### src/sv/sst_pkg.sv
`timescale 1ns / 1ps

package sst_pkg;

    // Command codes carried by an input transfer.
    localparam logic [1:0] CMD_INSERT = 2'd0;
    localparam logic [1:0] CMD_REMOVE = 2'd1;
    localparam logic [1:0] CMD_SEARCH = 2'd2;

    localparam int unsigned VALUE_W = 32;

    typedef enum logic [1:0] {
        ST_IDLE,
        ST_CMP,
        ST_UPD
    } t_state;

    // Broadcast from the controller to every cell of the chain.
    typedef struct packed {
        logic cmp_en;
        logic ins_en;
        logic rem_en;
    } t_cell_ctl;

endpackage

### src/sv/sst_cell.sv
`timescale 1ns / 1ps

module sst_cell (
    input  logic                                i_clk,
    input  sst_pkg::t_cell_ctl                  i_ctl,
    input  logic signed [sst_pkg::VALUE_W-1:0]  i_value,
    input  logic                                i_occupied,
    input  logic signed [sst_pkg::VALUE_W-1:0]  i_left_value,
    input  logic                                i_left_lt,
    input  logic signed [sst_pkg::VALUE_W-1:0]  i_right_value,
    output logic signed [sst_pkg::VALUE_W-1:0]  o_value,
    output logic                                o_lt,
    output logic                                o_eq
);

    logic signed [sst_pkg::VALUE_W-1:0] r_entry;
    logic                               r_lt;
    logic                               r_eq;

    // An unoccupied cell never counts as less, so the first free cell
    // sits at or beyond the insertion point.
    always_ff @(posedge i_clk) begin
        if (i_ctl.cmp_en) begin
            r_lt <= i_occupied && (r_entry < i_value);
            r_eq <= i_occupied && (r_entry == i_value);
        end
    end

    // Cells left of the insertion point keep their entry. The cell at the
    // point takes the new value; cells beyond it take their left neighbor.
    // On a remove every cell from the match onward takes its right neighbor.
    always_ff @(posedge i_clk) begin
        if (i_ctl.ins_en && !r_lt) begin
            r_entry <= i_left_lt ? i_value : i_left_value;
        end else if (i_ctl.rem_en && !r_lt) begin
            r_entry <= i_right_value;
        end
    end

    assign o_value = r_entry;
    assign o_lt    = r_lt;
    assign o_eq    = r_eq;

endmodule

### config.mk
export PLATFORM = sky130hd
export DESIGN_NAME = sst_cell
export DESIGN_NICKNAME = d
export VERILOG_FILES = /design/src/sv/sst_pkg.sv /design/src/sv/sst_cell.sv
export SDC_FILE = /design/constraint.sdc
export NUM_CORES = 1
export LEC_CHECK = 0
export BUFFER_PORTS_ARGS = -buffer_cell sky130_fd_sc_hd__buf_2
export CELL_PAD_IN_SITES_DETAIL_PLACEMENT = 0
export CELL_PAD_IN_SITES_GLOBAL_PLACEMENT = 1
export CORE_ASPECT_RATIO = 0.9
export CORE_MARGIN = 3
export CORE_UTILIZATION = 29
export DETAILED_ROUTE_END_ITERATION = 16
export MAX_ROUTING_LAYER = met4
export PLACE_DENSITY = 0.82
export SYNTH_ARGS = -nofsm -noshare
export SYNTH_HDL_FRONTEND = slang
export SYNTH_SLANG_ARGS = --single-unit
### constraint.sdc
create_clock -name i_clk -period 2.1 [get_ports i_clk]
set_clock_uncertainty 0.05 [all_clocks]
set_input_delay 0.21 -clock i_clk [delete_from_list [all_inputs] [get_ports i_clk]]
set_output_delay 0.21 -clock i_clk [all_outputs]
set_load 0.01 [all_outputs]
### Word-level counts from Yosys, hierarchy flattened

Index checks and enable logic that the tools add are counted.

| storage, ports and cells | value |
|---|---|
| register bits after elaboration | 34 |
| input bits | 102 |
| logic and storage cells | 14 |
| output and inout port bits | 34 |

| operators by class | value |
|---|---|
| order comparisons | 1 |
| reductions and logical operators | 6 |
| equality and inequality tests | 1 |
| mux-type cells | 3 |

Operators with widths:

| cell | number |
|---|---|
| 2-to-1 mux 32 bit | 3 |
| == test 32 bit | 1 |
| < comparator 32 bit | 1 |
| logical AND 1 bit | 4 |
| nonzero test 2 bit | 1 |
| zero test 1 bit | 1 |

### Logic depth before layout (Yosys ltp)

| depth | value |
|---|---|
| depth in word-level cells | 4 |
| depth in mapped cells | 8 |

### Worst setup path before layout

Ideal clock, no wire load.

| timing path | value |
|---|---|
| path type | register to register |
| start point | register r_lt (netlist: o_lt) |
| end point | register r_entry (netlist bit o_value[0]), enable pin |
| path buffers | 0 |
| clock period less this slack | 2.302 ns |
| required time | 1.628 ns |
| library setup time | 0.422 ns |
| cell stages (with the launch flop) | 2 |
| path slack | -0.202 ns |
| data arrival time | 1.831 ns |
| cell sequence | edfxtp_1 > nor2_1 |

| on the way | value |
|---|---|
| word-level cells in the longest chain between the ends | 3 |
| elaborated cells on any way between the ends | 4 |
| classes of those cells | reduce/logical (4) |

RTL lines:

| what | RTL line | source |
|---|---|---|
| from (decl) | sst_cell.sv:17 | `logic r_lt;` |
| from (signal assigned) | sst_cell.sv:24 | `r_lt <= i_occupied && (r_entry < i_value);` |
| zero test 1 bit * | sst_cell.sv:33, sst_cell.sv:35 |  |
| logical AND 1 bit, on equally long branches | sst_cell.sv:33, sst_cell.sv:35 |  |
| nonzero test 2 bit (no line) * | - |  |
| to (signal assigned) | sst_cell.sv:34 | `r_entry <= i_left_lt ? i_value : i_left_value;` |
| to (signal assigned) | sst_cell.sv:36 | `r_entry <= i_right_value;` |
| to (decl) | sst_cell.sv:16 | `logic signed [sst_pkg::VALUE_W-1:0] r_entry;` |

Every way passes the cells marked *; elsewhere a longest branch is shown, timed or not.
A chain may end at the register's enable or synchronous reset.

### Final worst setup path

| timing path | value |
|---|---|
| start point | register r_entry (netlist bit o_value[31]) |
| end point | register r_lt (netlist: o_lt), data pin |

| on the way | value |
|---|---|
| word-level cells in the longest chain between the ends | 2 |

RTL lines:

| what | RTL line |
|---|---|
| < comparator 32 bit | sst_cell.sv:24 |
| logical AND 1 bit | sst_cell.sv:24 |

Every way passes these cells.

==> results.md <==
* Crit path buf inv count at 0
* LEAKAGE at about 1.8 nW
* Synth unique cells at 24
* CTS tree: yes
* Largest net degree at the start of global routing at 49
* Final GP Congestion at around 0.75
* Crit-path slowest cell: edfxtp_1
* Flops & latches, synth at 34
* Util after Layout at between 40% and 50%
* Hold_ws at 0.109 ns
* Die area at 0.00988 sq mm
* Period minus WS final at between 1.5 and 2 ns
* Area growth, synth to finish at 37.1%
* FP Rows at 31
* Sequential fraction of the synthesis area at between 40% and 50%
* Number of inserted diodes at 0
* Crit start category: flip-flop
* Critical path's top delay family: simple AND/OR/NAND/NOR gates
* Cell Chain, Critical Path: ha_1 > nand4_1 > nor4_4 > nor2_1 > a21oi_2 > mux2i_1
* H-tree depth at 2
* Met3 Routed Length at ~570 um
* Final nets at roughly 530
* Arr. time, crit path at approximately 2.0 ns
* CP Class: flip-flop to flip-flop
* Starting density of the core at ~31%
* Top fanout value on the critical path at 3
* Vias in the first global route at 2305
* Worst setup margin at ~0.19 ns
* Max Transition Viols Final at 0
* Relative slew slack at 70.7%
* Synthesis Warnings at 0
* CTS Root Cell: clkbuf_8
* Worst min-delay path category: primary input to flip-flop
* Routed wl met2 at 3180 um
* DRT Wirelength at approximately 6600 um
* Core Area at roughly 0.0083 sq mm
* R2r setup slk at 0.19 ns
* Setup Buffers After CTS at 0
* Gr usage total at 14.0%
* Status: completed
* Vias per std cell at approximately 4.5
* Iter 0 DRT Violations at 44
* I/O pins at between 100 and 150
* Worst path required time at around 2.2 ns
* Top post-synthesis cells by area: edfxtp_1, ha_1, mux2i_1
* Peak supply drop at around 0.20 mV
* Post-synth top area cell: edfxtp_1
* Post-Syn Area per Cell at 9.66 sq um
* Chip width at around 100 um
* CTS Buf Count at 5
* DR vias at around 2300
* Placed cell count at a little over 500
* Number of I/O port buffers at 135
* Met1 WL at approximately 2800 um
* Drt pass-1 iters at 4
* Power Density at between 500 and 600 mW/mm^2
* Final setup fails at 0
* Max-Cap Viols at 0
* F_max at approximately 520 MHz
* ANT nets after route at 0
* Wire per inst at about 13 um
* Sink Count at 34
* Finished Layout Cells at approximately 510
* Net count after synthesis at 396
* # hold bufs at CTS at 0
* Final period utilization at 91.2%
* Die Ht at 94.6 um
* Max incr delay on CP at about 0.40 ns
* Initial antenna violation count at 0
* Post-Syn Area at between 0.002 and 0.003 sq mm
* Worst setup EP type: flip-flop
* Final hold vios at 0
* Insertion delay to the later sink of the worst-skew pair at ~0.28 ns
* Worst-Margin Slew at approximately 0.44 ns
* Clock Tree Buf Depth at 2
* Total gr overflow at 0
* Highest routing layer actually used: met4
* Post-route DRC at 0
* Gate Count Post-Synth at between 200 and 300
* Dpl ws at 0.0195 ns
* Ratio of cells with drive above 1 in the final layout at approximately two fifths
* Dpl hpwl at between 5000 and 6000 um
* First-pass GRT wire length at approximately 11000 um
* Clk pin slew, worst setup/hold paths at roughly 0.060 ns
* Post-synth top area share at 40.4%
## routing by layer
metal / global-route usage (%) / up-vias
li1: - / 1195
met1: 15.7 / 993
met2: 24.2 / 85
met3: 4.92 / 7
met4: 3.10 / 0
met5: - / -
## flip-flops by register name (all words and copies together) (netlist names)
name	cells
o_value	32
o_lt	1
o_eq	1
## path summary, 6_finish.rpt
| kind | startpoint | end | cells after the start |
|---|---|---|---|
| worst max-delay path | o_value[31] | o_lt | 6 |
| worst max register to register | o_value[31] | o_lt | 6 |
| worst min-delay path | i_ctl[2] | o_eq | 1 |
| worst min register to register | o_value[1] | o_eq | 3 |
## per-stage QoR
| stage | power, W | setup TNS, ns | area (sq um) |
|---|---|---|---|
| after CTS | 0.00198 | 0 | 3460 |
| after global routing | 0.00210 | -0.00923 | 3470 |
| after global placement | 0.00151 | 0 | 3380 |
| after floorplan | 0.00125 | 0 | 2530 |
| final | 0.00194 | 0 | 3470 |
| after detailed placement | 0.00152 | 0 | 3380 |
## Yosys cell counts
master / n
nand2_1: 40
edfxtp_1: 34
inv_1: 34
mux2i_1: 33
ha_1: 32
o21ai_0: 30
a21oi_1: 14
clkbuf_1: 8
o21ai_1: 7
nand4_1: 5
nor2_1: 4
buf_2: 3
nand3_1: 3
a21o_1: 2
a21oi_2: 2
nand2b_1: 2
o21a_1: 2
a2111oi_4: 1
a22oi_1: 1
nand3b_1: 1
nand4_2: 1
nor3_1: 1
nor4_1: 1
nor4_2: 1
## report_power, final
part           internal (W)  leakage [nW]  switching [W]  total, W
logic              0.000282          1.44       0.000328  0.000610
clock network      0.000216        0.0375       0.000227  0.000443
registers          0.000849         0.336      0.0000386  0.000887
total               0.00135          1.81       0.000594   0.00194
## area by class of cell
| cell class | instances | area [sq um] |
|---|---|---|
| sequential | 34 | 1020 |
| multi-input combinational | 183 | 1360 |
| fill | 836 | 4790 |
| timing repair buffer | 139 | 743 |
| tap | 115 | 144 |
| clock buffer | 5 | 68.8 |
| inverter | 34 | 128 |
| clock inverter | 1 | 3.75 |
## cells by family after synthesis
group	after synthesis	share of synthesized area (%)
simple gates	59	10.6
flops	34	40.4
buf+inv	45	6.82
fa+ha+maj	32	15.8
mux	33	13.1
compound gates	59	13.4
## cells in the final DEF (no fill, tap or decap), drive strengths merged
cell,count
a2111oi,1
a21o,2
a21oi,16
a22oi,1
buf,139
clkbuf,5
clkinv,1
edfxtp,34
ha,32
inv,34
mux2i,33
nand2,40
nand2b,2
nand3,3
nand3b,1
nand4,6
nor2,4
nor3,1
nor4,2
o21a,2
o21ai,37
## timing repair
| action | 4_1_cts | 5_1_grt |
|---|---|---|
| gates resized for setup | 1 | 1 |
| endpoints found under the setup margin | 1 | 1 |
| pin swaps | 0 | 0 |
No activity file was read; power rests on OpenSTA's default activity.
