**src/sv/sst_pkg.sv**
```systemverilog
`timescale 1ns / 1ps

package sst_pkg;

    // Command codes carried by an input transfer.
    localparam logic [1:0] CMD_INSERT = 2'd0;
    localparam logic [1:0] CMD_REMOVE = 2'd1;
    localparam logic [1:0] CMD_SEARCH = 2'd2;

    localparam int unsigned VALUE_W = 32;

    typedef enum logic [1:0] {
        ST_IDLE,
        ST_CMP,
        ST_UPD
    } t_state;

    // Broadcast from the controller to every cell of the chain.
    typedef struct packed {
        logic cmp_en;
        logic ins_en;
        logic rem_en;
    } t_cell_ctl;

endpackage

```
**src/sv/sst_ctrl.sv**
```systemverilog
`timescale 1ns / 1ps

module sst_ctrl #(
    parameter int CAPACITY = 64,
    parameter int CNT_W    = 7
) (
    input  logic                                i_clk,
    input  logic                                i_rst_n,
    input  logic                                i_in_valid,
    output logic                                o_in_stall,
    input  logic [1:0]                          i_cmd,
    input  logic signed [sst_pkg::VALUE_W-1:0]  i_value,
    output logic signed [sst_pkg::VALUE_W-1:0]  o_value,
    output sst_pkg::t_cell_ctl                  o_ctl,
    input  logic                                i_present,
    output logic [CNT_W-1:0]                    o_entry_count,
    output logic                                o_out_valid,
    input  logic                                i_out_stall,
    output logic                                o_success,
    output logic [CNT_W-1:0]                    o_count,
    output logic                                o_is_empty
);

    sst_pkg::t_state                    r_state;
    sst_pkg::t_state                    n_state;
    logic [1:0]                         r_cmd;
    logic signed [sst_pkg::VALUE_W-1:0] r_val;
    logic [CNT_W-1:0]                   r_count;
    logic [CNT_W-1:0]                   n_count;
    logic                               r_out_valid;
    logic                               r_success;
    logic                               n_success;
    logic [CNT_W-1:0]                   r_out_count;
    logic                               r_is_empty;
    logic                               commit;
    logic                               accept;
    logic                               ins_ok;
    logic                               rem_ok;

    // A result is committed once the output register is free or drains now.
    assign commit = (r_state == sst_pkg::ST_UPD) && (!r_out_valid || !i_out_stall);
    assign o_in_stall = !((r_state == sst_pkg::ST_IDLE) || commit);
    assign accept = i_in_valid && !o_in_stall;

    assign ins_ok = (r_cmd == sst_pkg::CMD_INSERT) && !i_present
                    && (r_count < CNT_W'(CAPACITY));
    assign rem_ok = (r_cmd == sst_pkg::CMD_REMOVE) && i_present;

    always_comb begin
        n_count   = r_count;
        n_success = 1'b0;
        if (ins_ok) begin
            n_count   = r_count + CNT_W'(1);
            n_success = 1'b1;
        end else if (rem_ok) begin
            n_count   = r_count - CNT_W'(1);
            n_success = 1'b1;
        end else if (r_cmd == sst_pkg::CMD_SEARCH) begin
            n_success = i_present;
        end
    end

    always_comb begin
        n_state = r_state;
        unique case (r_state)
            sst_pkg::ST_IDLE: begin
                if (accept) n_state = sst_pkg::ST_CMP;
            end
            sst_pkg::ST_CMP: begin
                n_state = sst_pkg::ST_UPD;
            end
            sst_pkg::ST_UPD: begin
                if (commit) n_state = accept ? sst_pkg::ST_CMP : sst_pkg::ST_IDLE;
            end
            default: begin
                n_state = sst_pkg::ST_IDLE;
            end
        endcase
    end

    always_comb begin
        o_ctl.cmp_en = (r_state == sst_pkg::ST_CMP);
        o_ctl.ins_en = commit && ins_ok;
        o_ctl.rem_en = commit && rem_ok;
    end

    always_ff @(posedge i_clk) begin
        if (!i_rst_n) begin
            r_state     <= sst_pkg::ST_IDLE;
            r_count     <= '0;
            r_out_valid <= 1'b0;
        end else begin
            r_state <= n_state;
            if (commit) begin
                r_count     <= n_count;
                r_out_valid <= 1'b1;
            end else if (!i_out_stall) begin
                r_out_valid <= 1'b0;
            end
        end
    end

    always_ff @(posedge i_clk) begin
        if (accept) begin
            r_cmd <= i_cmd;
            r_val <= i_value;
        end
        if (commit) begin
            r_success   <= n_success;
            r_out_count <= n_count;
            r_is_empty  <= (n_count == '0);
        end
    end

    assign o_value       = r_val;
    assign o_entry_count = r_count;
    assign o_out_valid   = r_out_valid;
    assign o_success     = r_success;
    assign o_count       = r_out_count;
    assign o_is_empty    = r_is_empty;

endmodule

```
**config.mk**
```make
export PLATFORM = sky130hd
export DESIGN_NAME = sst_ctrl
export DESIGN_NICKNAME = d
export VERILOG_FILES = /design/src/sv/sst_pkg.sv /design/src/sv/sst_ctrl.sv
export SDC_FILE = /design/constraint.sdc
export NUM_CORES = 1
export LEC_CHECK = 0
export BUFFER_PORTS_ARGS = -buffer_cell sky130_fd_sc_hd__buf_2
export CAP_MARGIN = 10
export CORE_MARGIN = 2
export CORE_UTILIZATION = 46
export DETAILED_ROUTE_END_ITERATION = 8
export PLACE_DENSITY = 0.78
export SYNTH_ARGS = -nofsm -noshare
export SYNTH_HDL_FRONTEND = slang
export SYNTH_SLANG_ARGS = --single-unit
```
**constraint.sdc**
```tcl
create_clock -name i_clk -period 2.6 [get_ports i_clk]
set_input_delay 0.13 -clock i_clk [delete_from_list [all_inputs] [get_ports i_clk]]
set_output_delay 0.13 -clock i_clk [all_outputs]
set_load 0.005 [all_outputs]
```
* Word level (Yosys, flattened, before mapping)
Cells that the tools add are included.
Widths: inputs -> output; s select.
** Word-level totals
- Bits in registers :: 53
- Output and inout bits :: 53
- Logic and storage cells :: 45
** Cells by class
- Equal/unequal tests :: 7
- Reductions and logical operators :: 18
- Magnitude comparators :: 1
- Muxes and demuxes :: 9
- Add/sub/neg operators :: 2
** Operators with widths (count)
- $mux 7 :: 2
- $add 7x1->7 const B :: 1
- $logic_and 1x1->1 :: 7
- $logic_not 7->1 :: 1
- $lt 7x7->1 const B :: 1
- $sub 7x1->7 const B :: 1
- $pmux 2 s3 :: 1
- $eq 2x1->1 const B :: 2
- $eq 2x2->1 const B :: 2
- $logic_not 1->1 :: 4
- $logic_not 2->1 :: 2
- $mux 1 :: 4
- $mux 2 :: 2
- $ne 2x2->1 const B :: 2
- $logic_or 1x1->1 :: 2
- $ne 2x1->1 const B :: 1
- $reduce_and 2->1 :: 1
- $reduce_or 2->1 :: 1

* Longest topological paths before layout
Gate-level depths: netlist (run 1).
- Depth in word-level cells :: 8
- Mapped depth :: 7

* Worst setup path before layout (run 1)
Ideal clock, no wire load.
- Path kind :: register to register
- Start point :: register r_count[0], in the netlist o_entry_count[0]
- End point :: register r_is_empty, in the netlist o_is_empty, data pin
- Stages on the path, launching flop included :: 6
- Arrival :: 1.715 ns
- Setup time :: 0.261 ns
- Required time :: 2.339 ns
- Clock period less this slack :: 1.977 ns
- Path slack :: 0.623 ns
- Cells stage by stage :: dfxtp_1 -> or4_4 -> or4b_4 -> nand2_1 -> xor2_1 -> nor4_1
** Between the ends
- Longest elaborated chain between the ends :: 4
** RTL lines
- start, declared :: line sst_ctrl.sv:28 : logic [CNT_W-1:0] r_count;
- start signal, assigned :: line sst_ctrl.sv:95 : r_count <= n_count;
- $sub 7x1->7 or $lt 7x7->1 (tied branches) :: line sst_ctrl.sv:56, sst_ctrl.sv:46
- $mux 7 or $logic_and 1x1->1 (tied branches) :: line sst_ctrl.sv:55, sst_ctrl.sv:46
- $mux 7 (*) :: line sst_ctrl.sv:52 : if (ins_ok) begin
- named net n_count[5] :: line sst_ctrl.sv:29 : logic [CNT_W-1:0] n_count;
- $logic_not 7->1 (*) :: line sst_ctrl.sv:111 : r_is_empty <= (n_count == '0);
- end signal, assigned :: line sst_ctrl.sv:111
- end, declared :: line sst_ctrl.sv:34 : logic r_is_empty;
The timed path passes the listed nets; every way through them passes the cells marked *.
A chain may end at the register's enable or synchronous reset.

* Worst setup path in the final report (run 1)
- Start point :: register r_count[0], in the netlist o_entry_count[0]
- End point :: register r_is_empty, in the netlist o_is_empty, data pin
** Between the ends
- Longest elaborated chain between the ends :: 4
** RTL lines (line)
- $sub 7x1->7 or $lt 7x7->1 (tied branches) :: sst_ctrl.sv:56, sst_ctrl.sv:46
- $mux 7 or $logic_and 1x1->1 (tied branches) :: sst_ctrl.sv:55, sst_ctrl.sv:46
- $mux 7 (*) :: sst_ctrl.sv:52
- $logic_not 7->1 (*) :: sst_ctrl.sv:111
Every way passes the cells marked *; elsewhere a longest branch is shown, timed or not.

==> results of run 1 <==
==> final timing paths <==
check | slack (ns) | startpoint | endpoint
worst max-delay path | 0.50 | o_entry_count[0] | o_is_empty
worst min-delay path | 0.008 | i_value[27] | o_value[27]
worst max register to register | 0.50 | o_entry_count[0] | o_is_empty
worst min register to register | 0.53 | o_out_valid | o_out_valid
==> cells by family (layout without fill, tap and decap cells) <==
logic type               count (synthesis)  in the layout  synth area share
XOR/XNOR                                 8              8            0.0344
AO/OA/AOI/OAI                           18             18            0.0583
AND/OR/NAND/NOR                         47             47             0.135
adder cells (fa/ha/maj)                  2              2            0.0123
flip-flops                              53             53             0.732
buffers and inverters                   12            139            0.0282
==> registers in the layout, summed over array words and instances, names as in the netlist <==
signal and flops:
o_out_valid 1, r_state 2, r_cmd 2, o_value 32, o_entry_count 7, o_success 1
o_count 7, o_is_empty 1
==> layout by cell type (no fill, tap or decap), drive strengths merged, types with 2 or more instances in the layout <==
cell type	synthesis	final
buf	2	93
edfxtp	43	43
dlygate4sd3	0	29
dfxtp	10	10
inv	9	9
nand2	8	8
and2	8	8
nor2	7	7
xnor2	5	5
clkbuf	1	5
o21ai	5	5
nor3	4	4
nor4	4	4
nand3	3	3
xor2	3	3
nand2b	3	3
a31oi	3	3
and3	3	3
clkinv	0	3
o21a	2	2
ha	2	2
or4	2	2
or4b	2	2
a21oi	2	2
a21boi	2	2
==> stage by stage <==
stage	cells	worst slack [ns]	utilization	hold slack (ns)
global placement	282	0.589	0.590	0.306
finish	319	0.505	0.677	0.00822
detailed placement	282	0.554	0.590	0.308
floorplan	140	0.623	-	0.229
global route	319	0.239	0.677	0.00156
CTS	318	0.532	0.674	0.00104
==> per-layer routing <==
layer  GRT usage  wire [um]  vias up
met4      0.0608         65        0
met5           0          0        -
met2       0.335       2360       56
met3      0.0527        251        6
met1       0.231       1780      714
li1            -          -      762
==> critical path: stages, from the launching register on <==
cell	delay, ns
dfxtp_1	0.49
ha_1	0.18
or4b_1	0.51
a21oi_1	0.21
xnor2_1	0.18
o2111ai_1	0.17
nor4_1	0.18
==> area by class of cell <==
| type | instances | area, um^2 |
|---|---|---|
| Clock inverter | 3 | 17.5 |
| Sequential cell | 53 | 1490 |
| Fill cell | 337 | 1400 |
| Inverter | 9 | 33.8 |
| Tap cell | 52 | 65.1 |
| Timing Repair Buffer | 122 | 761 |
| Multi-Input combinational cell | 75 | 489 |
| Clock buffer | 5 | 68.8 |
==> report_power, final <==
group	switching (uW)	leakage [uW]	internal (uW)
Sequential	15.5	0.000493	964
Clock	254	0.0000455	186
Combinational	78.6	0.000738	94.3
==> results.toml, run 1 <==
[drt]
wl_per_cell_um = 14.0
drt_first_iter_violations = 96
ant_nets = 0
drt-pass1-iter-count = 4
dr_total_vias = 1538
routed_via_density = 4.82
drt-total-wl_um = 4450
remaining_drc_errors = 0

[timing]
timing.fmax_ghz = 0.477
rsz0062_at_grt = "no"
min_period_ns = 2.10
slew-limit-headroom = 0.734
worst_pin_slew_ns = 0.399
setup_viol = 0
final_hold_viol_count = 0
drv_slew = 0
tns_ns = 0
period_share = 0.806
clock_skew_ns = 0.00728

[place]
io_buffer_count = 91
finalWeightedCongestion = 0.868
placed_cell_area_um2 = 2550
hpwlAfterDp_um = 3060

[logic_synthesis]
synth_area_um2 = 2040
synth_edf_count = 43
ys_ff_latch = 53
ys_seq_area_frac = 0.732
yosysTopAreaCell = "edfxtp_1"
synth_cells = 140
syn_avg_cell_area_um2 = 14.6
synth_area_leaders = "edfxtp_1 63%, dfxtp_1 9.8%, and2_1 2.1%"
syn-num-nets = 181
ys_types = 40
synth_most_common_cell = "edfxtp_1"
yosys_warnings = 0
synthArstFlopShare = 0
synth_common_cells = "43 x edfxtp_1, 10 x dfxtp_1, 8 x inv_1, 8 x nand2_1"
synth_top_area_share = 0.634
ys.flop_type = "edfxtp_1"

[floorplan]
initial_core_util = 0.471
ios = 92
core_region_area_um2 = 4320
die_w_um = 70.6
dieHeight_um = 70.6
die_area_um2 = 4980
rows = 24

[power_and_ir_drop]
power-per-cell-area_nw_per_um2 = 544
power_uw = 1590
power.leakage_uw = 0.00128
peakVddDrop_mv = 0.470

[grt]
track_usage = 0.191
grt_overflow = 0
antenna_found_initial = 0
grt_max_degree = 33
grt_pass1_vias = 1551
grt_pass1_wl_um = 7310

[clock_network]
htree_levels = 2
cts-root-buf = "clkbuf_8"
cts_tree = "done"
clkSinkCount = 53
hold_buffers = 28
ctsResizeCount = 0
cts_buffer_depth = 2
clk_latency_ns = 0.30
clk_pin_slew_worst_paths_ns = 0.09
cts_setup_buffers = 0
numCtsBuffers = 5

[cells_and_area]
fin_nets = 307
stdcell_area_um2 = 2930
drive_above_1_share = 0.404
antennaDiodeCount = 0
area_growth_pct = 43.6

[setup_path]
worstRegToRegCells = 6
critPathCaptureType = "register"
required_ns = 2.73
critPathArrivalTime_ns = 2.22
cp_max_fo = 7
cp-start-kind = "register"
critPathKind = "reg2reg"

[hold_path]
hold_path_depth = 1
min_path_type = "in2reg"

[run_status]
status = "complete, no violations"

[job]
maxCapViolCount = 0
No activity file was read; power rests on OpenSTA's default activity.
==> inputs of run 2 (changes only) <==
Clock period 2.6 ns to 2.2 ns, I/O delays scaled along.
==> results.toml, run 2 (same netlist as run 1, synthesis figures left out) <==
[setup_path]
required_ns = 2.33
critPathMaxStageDelay_ns = 0.54
critPathKind = "reg2reg"
critical-path-top-delay-family = "simple AND/OR/NAND/NOR gates"
critPathArrivalTime_ns = 2.17
cp-start-kind = "register"
critPathCaptureType = "register"
worstReg2RegEnd = "o_is_empty"
cpMaxStageDelayCell = "or4_4"
cp_max_fo = 7
r2r_slack_ns = 0.16
path_cells = "or4_4, or4b_4, nand2_1, xor2_1, nor4_1"
worstRegToRegCells = 5
worstReg2RegStart = "o_entry_count[0]"
crit_buf_inv = 0

[timing]
clock_skew_ns = 0.00735
slew-limit-headroom = 0.730
rsz0062_at_grt = "no"
timing.fmax_ghz = 0.491
worst_slack_ns = 0.162
setup_viol = 0
min_period_ns = 2.04
period_share = 0.926
drv_slew = 0
final_hold_viol_count = 0
worst_pin_slew_ns = 0.405
tns_ns = 0

[grt]
antenna_found_initial = 0
grt_max_degree = 33
use_met3 = 0.0427
grt_pass1_wl_um = 7240
grtUsageMet1 = 0.223
use_met2 = 0.340
grt_overflow = 0
track_usage = 0.193
busiest_layer = "met2"
grt_pass1_vias = 1559

[drt]
routed_via_density = 4.81
drt_first_iter_violations = 119
wl_per_cell_um = 13.8
dr_total_vias = 1572
drt-total-wl_um = 4520
drt-pass1-iter-count = 4
remaining_drc_errors = 0
ant_nets = 0

[place]
finalWeightedCongestion = 0.886
dp_cells = 285
placed_cell_area_um2 = 2570
hpwlAfterDp_um = 3000
io_buffer_count = 91
place_ws_ns = 0.144

[floorplan]
core_region_area_um2 = 4320
ios = 92
dieHeight_um = 70.6
die_w_um = 70.6
die_area_um2 = 4980
rows = 24
initial_core_util = 0.471

[run_status]
status = "complete, no violations"

[clock_network]
numCtsBuffers = 5
cts-root-buf = "clkbuf_8"
clkSinkCount = 53
clk_latency_ns = 0.31
clk_pin_slew_worst_paths_ns = 0.08
cts_tree = "done"
cts_setup_buffers = 0
htree_levels = 2
cts_buffer_depth = 2

[cells_and_area]
antennaDiodeCount = 0
area_growth_pct = 48.7
drive_above_1_share = 0.415
stdcell_area_um2 = 3030
largest_reg_flops = 32
fin_nets = 315
final_cells = 327
layout_common_cells = "91 x buf_2, 43 x edfxtp_1, 34 x dlygate4sd3_1"
layout_commonest_cell = "buf_2"

[hold_path]
min_path_type = "in2reg"
min_delay_worst_endpoint = "r_state[0]"
hold_start = "i_in_valid"
hold_path_depth = 2

[power_and_ir_drop]
power-per-cell-area_nw_per_um2 = 665
power.leakage_uw = 0.00133
peakVddDrop_mv = 0.430

[job]
maxCapViolCount = 0
[run 2: cell types whose count changed in the layout (fill, tap and decap cells not counted)]
cell / change
inv_6: +1
dlygate4sd3_1: +5
dfxtp_2: +1
clkinv_4: -1
nor3_2: +1
clkinv_1: -1
buf_4: +3
nor3_1: -1
bufinv_16: +1
dfxtp_1: -1
[run 2: worst max-delay path by stage]
| stage | from | end | cells past startpoint |
|---|---|---|---|
| floorplan | o_entry_count[0] | o_is_empty | 5 |
| global placement | o_entry_count[0] | o_is_empty | 5 |
| detailed placement | o_entry_count[0] | o_is_empty | 5 |
| CTS | o_entry_count[0] | o_is_empty | 5 |
| global route | o_entry_count[1] | o_is_empty | 6 |
| finish | o_entry_count[0] | o_is_empty | 5 |
[run 2: what timing repair did]
action                                  CTS  global route
gates resized for setup                   0             2
endpoints found under the setup margin    0             1
endpoints found under the hold margin    34             0
hold buffers                             34             0
[run 2: metal layers]
layer | wire, um | vias to the layer above
met5 | 0 | -
met2 | 2320 | 55
met1 | 1820 | 731
li1 | - | 777
met4 | 125 | 0
met3 | 254 | 9
[run 2: cell type report]
type | instances | area (um^2)
well taps | 52 | 65.1
multi-input cells | 75 | 494
inverters | 9 | 33.8
fillers | 318 | 1290
clock buffers | 5 | 68.8
repair buffers | 130 | 833
flip-flops and latches | 53 | 1490
clock inverters | 3 | 43.8
[run 2: metrics by stage]
step                utilization  power, uW  hold slack, ns
floorplan                     -       1250           0.209
global placement          0.595       1340           0.287
detailed placement        0.595       1350           0.288
CTS                       0.700       2040          0.0302
global route              0.701       2100          0.0537
finish                    0.701       2020          0.0361
[run 2: worst register-to-register path, stage by stage (launching register included)]
cell	delay, ns
dfxtp_2	0.37
or4_4	0.54
or4b_4	0.50
nand2_1	0.11
xor2_1	0.08
nor4_1	0.26
[run 2: where the power goes]
group          switching, uW  leakage, uW  internal (uW)  total (uW)
logic                   97.0     0.000774            121         218
registers               16.8     0.000494           1140        1160
clock network            301    0.0000585            341         642
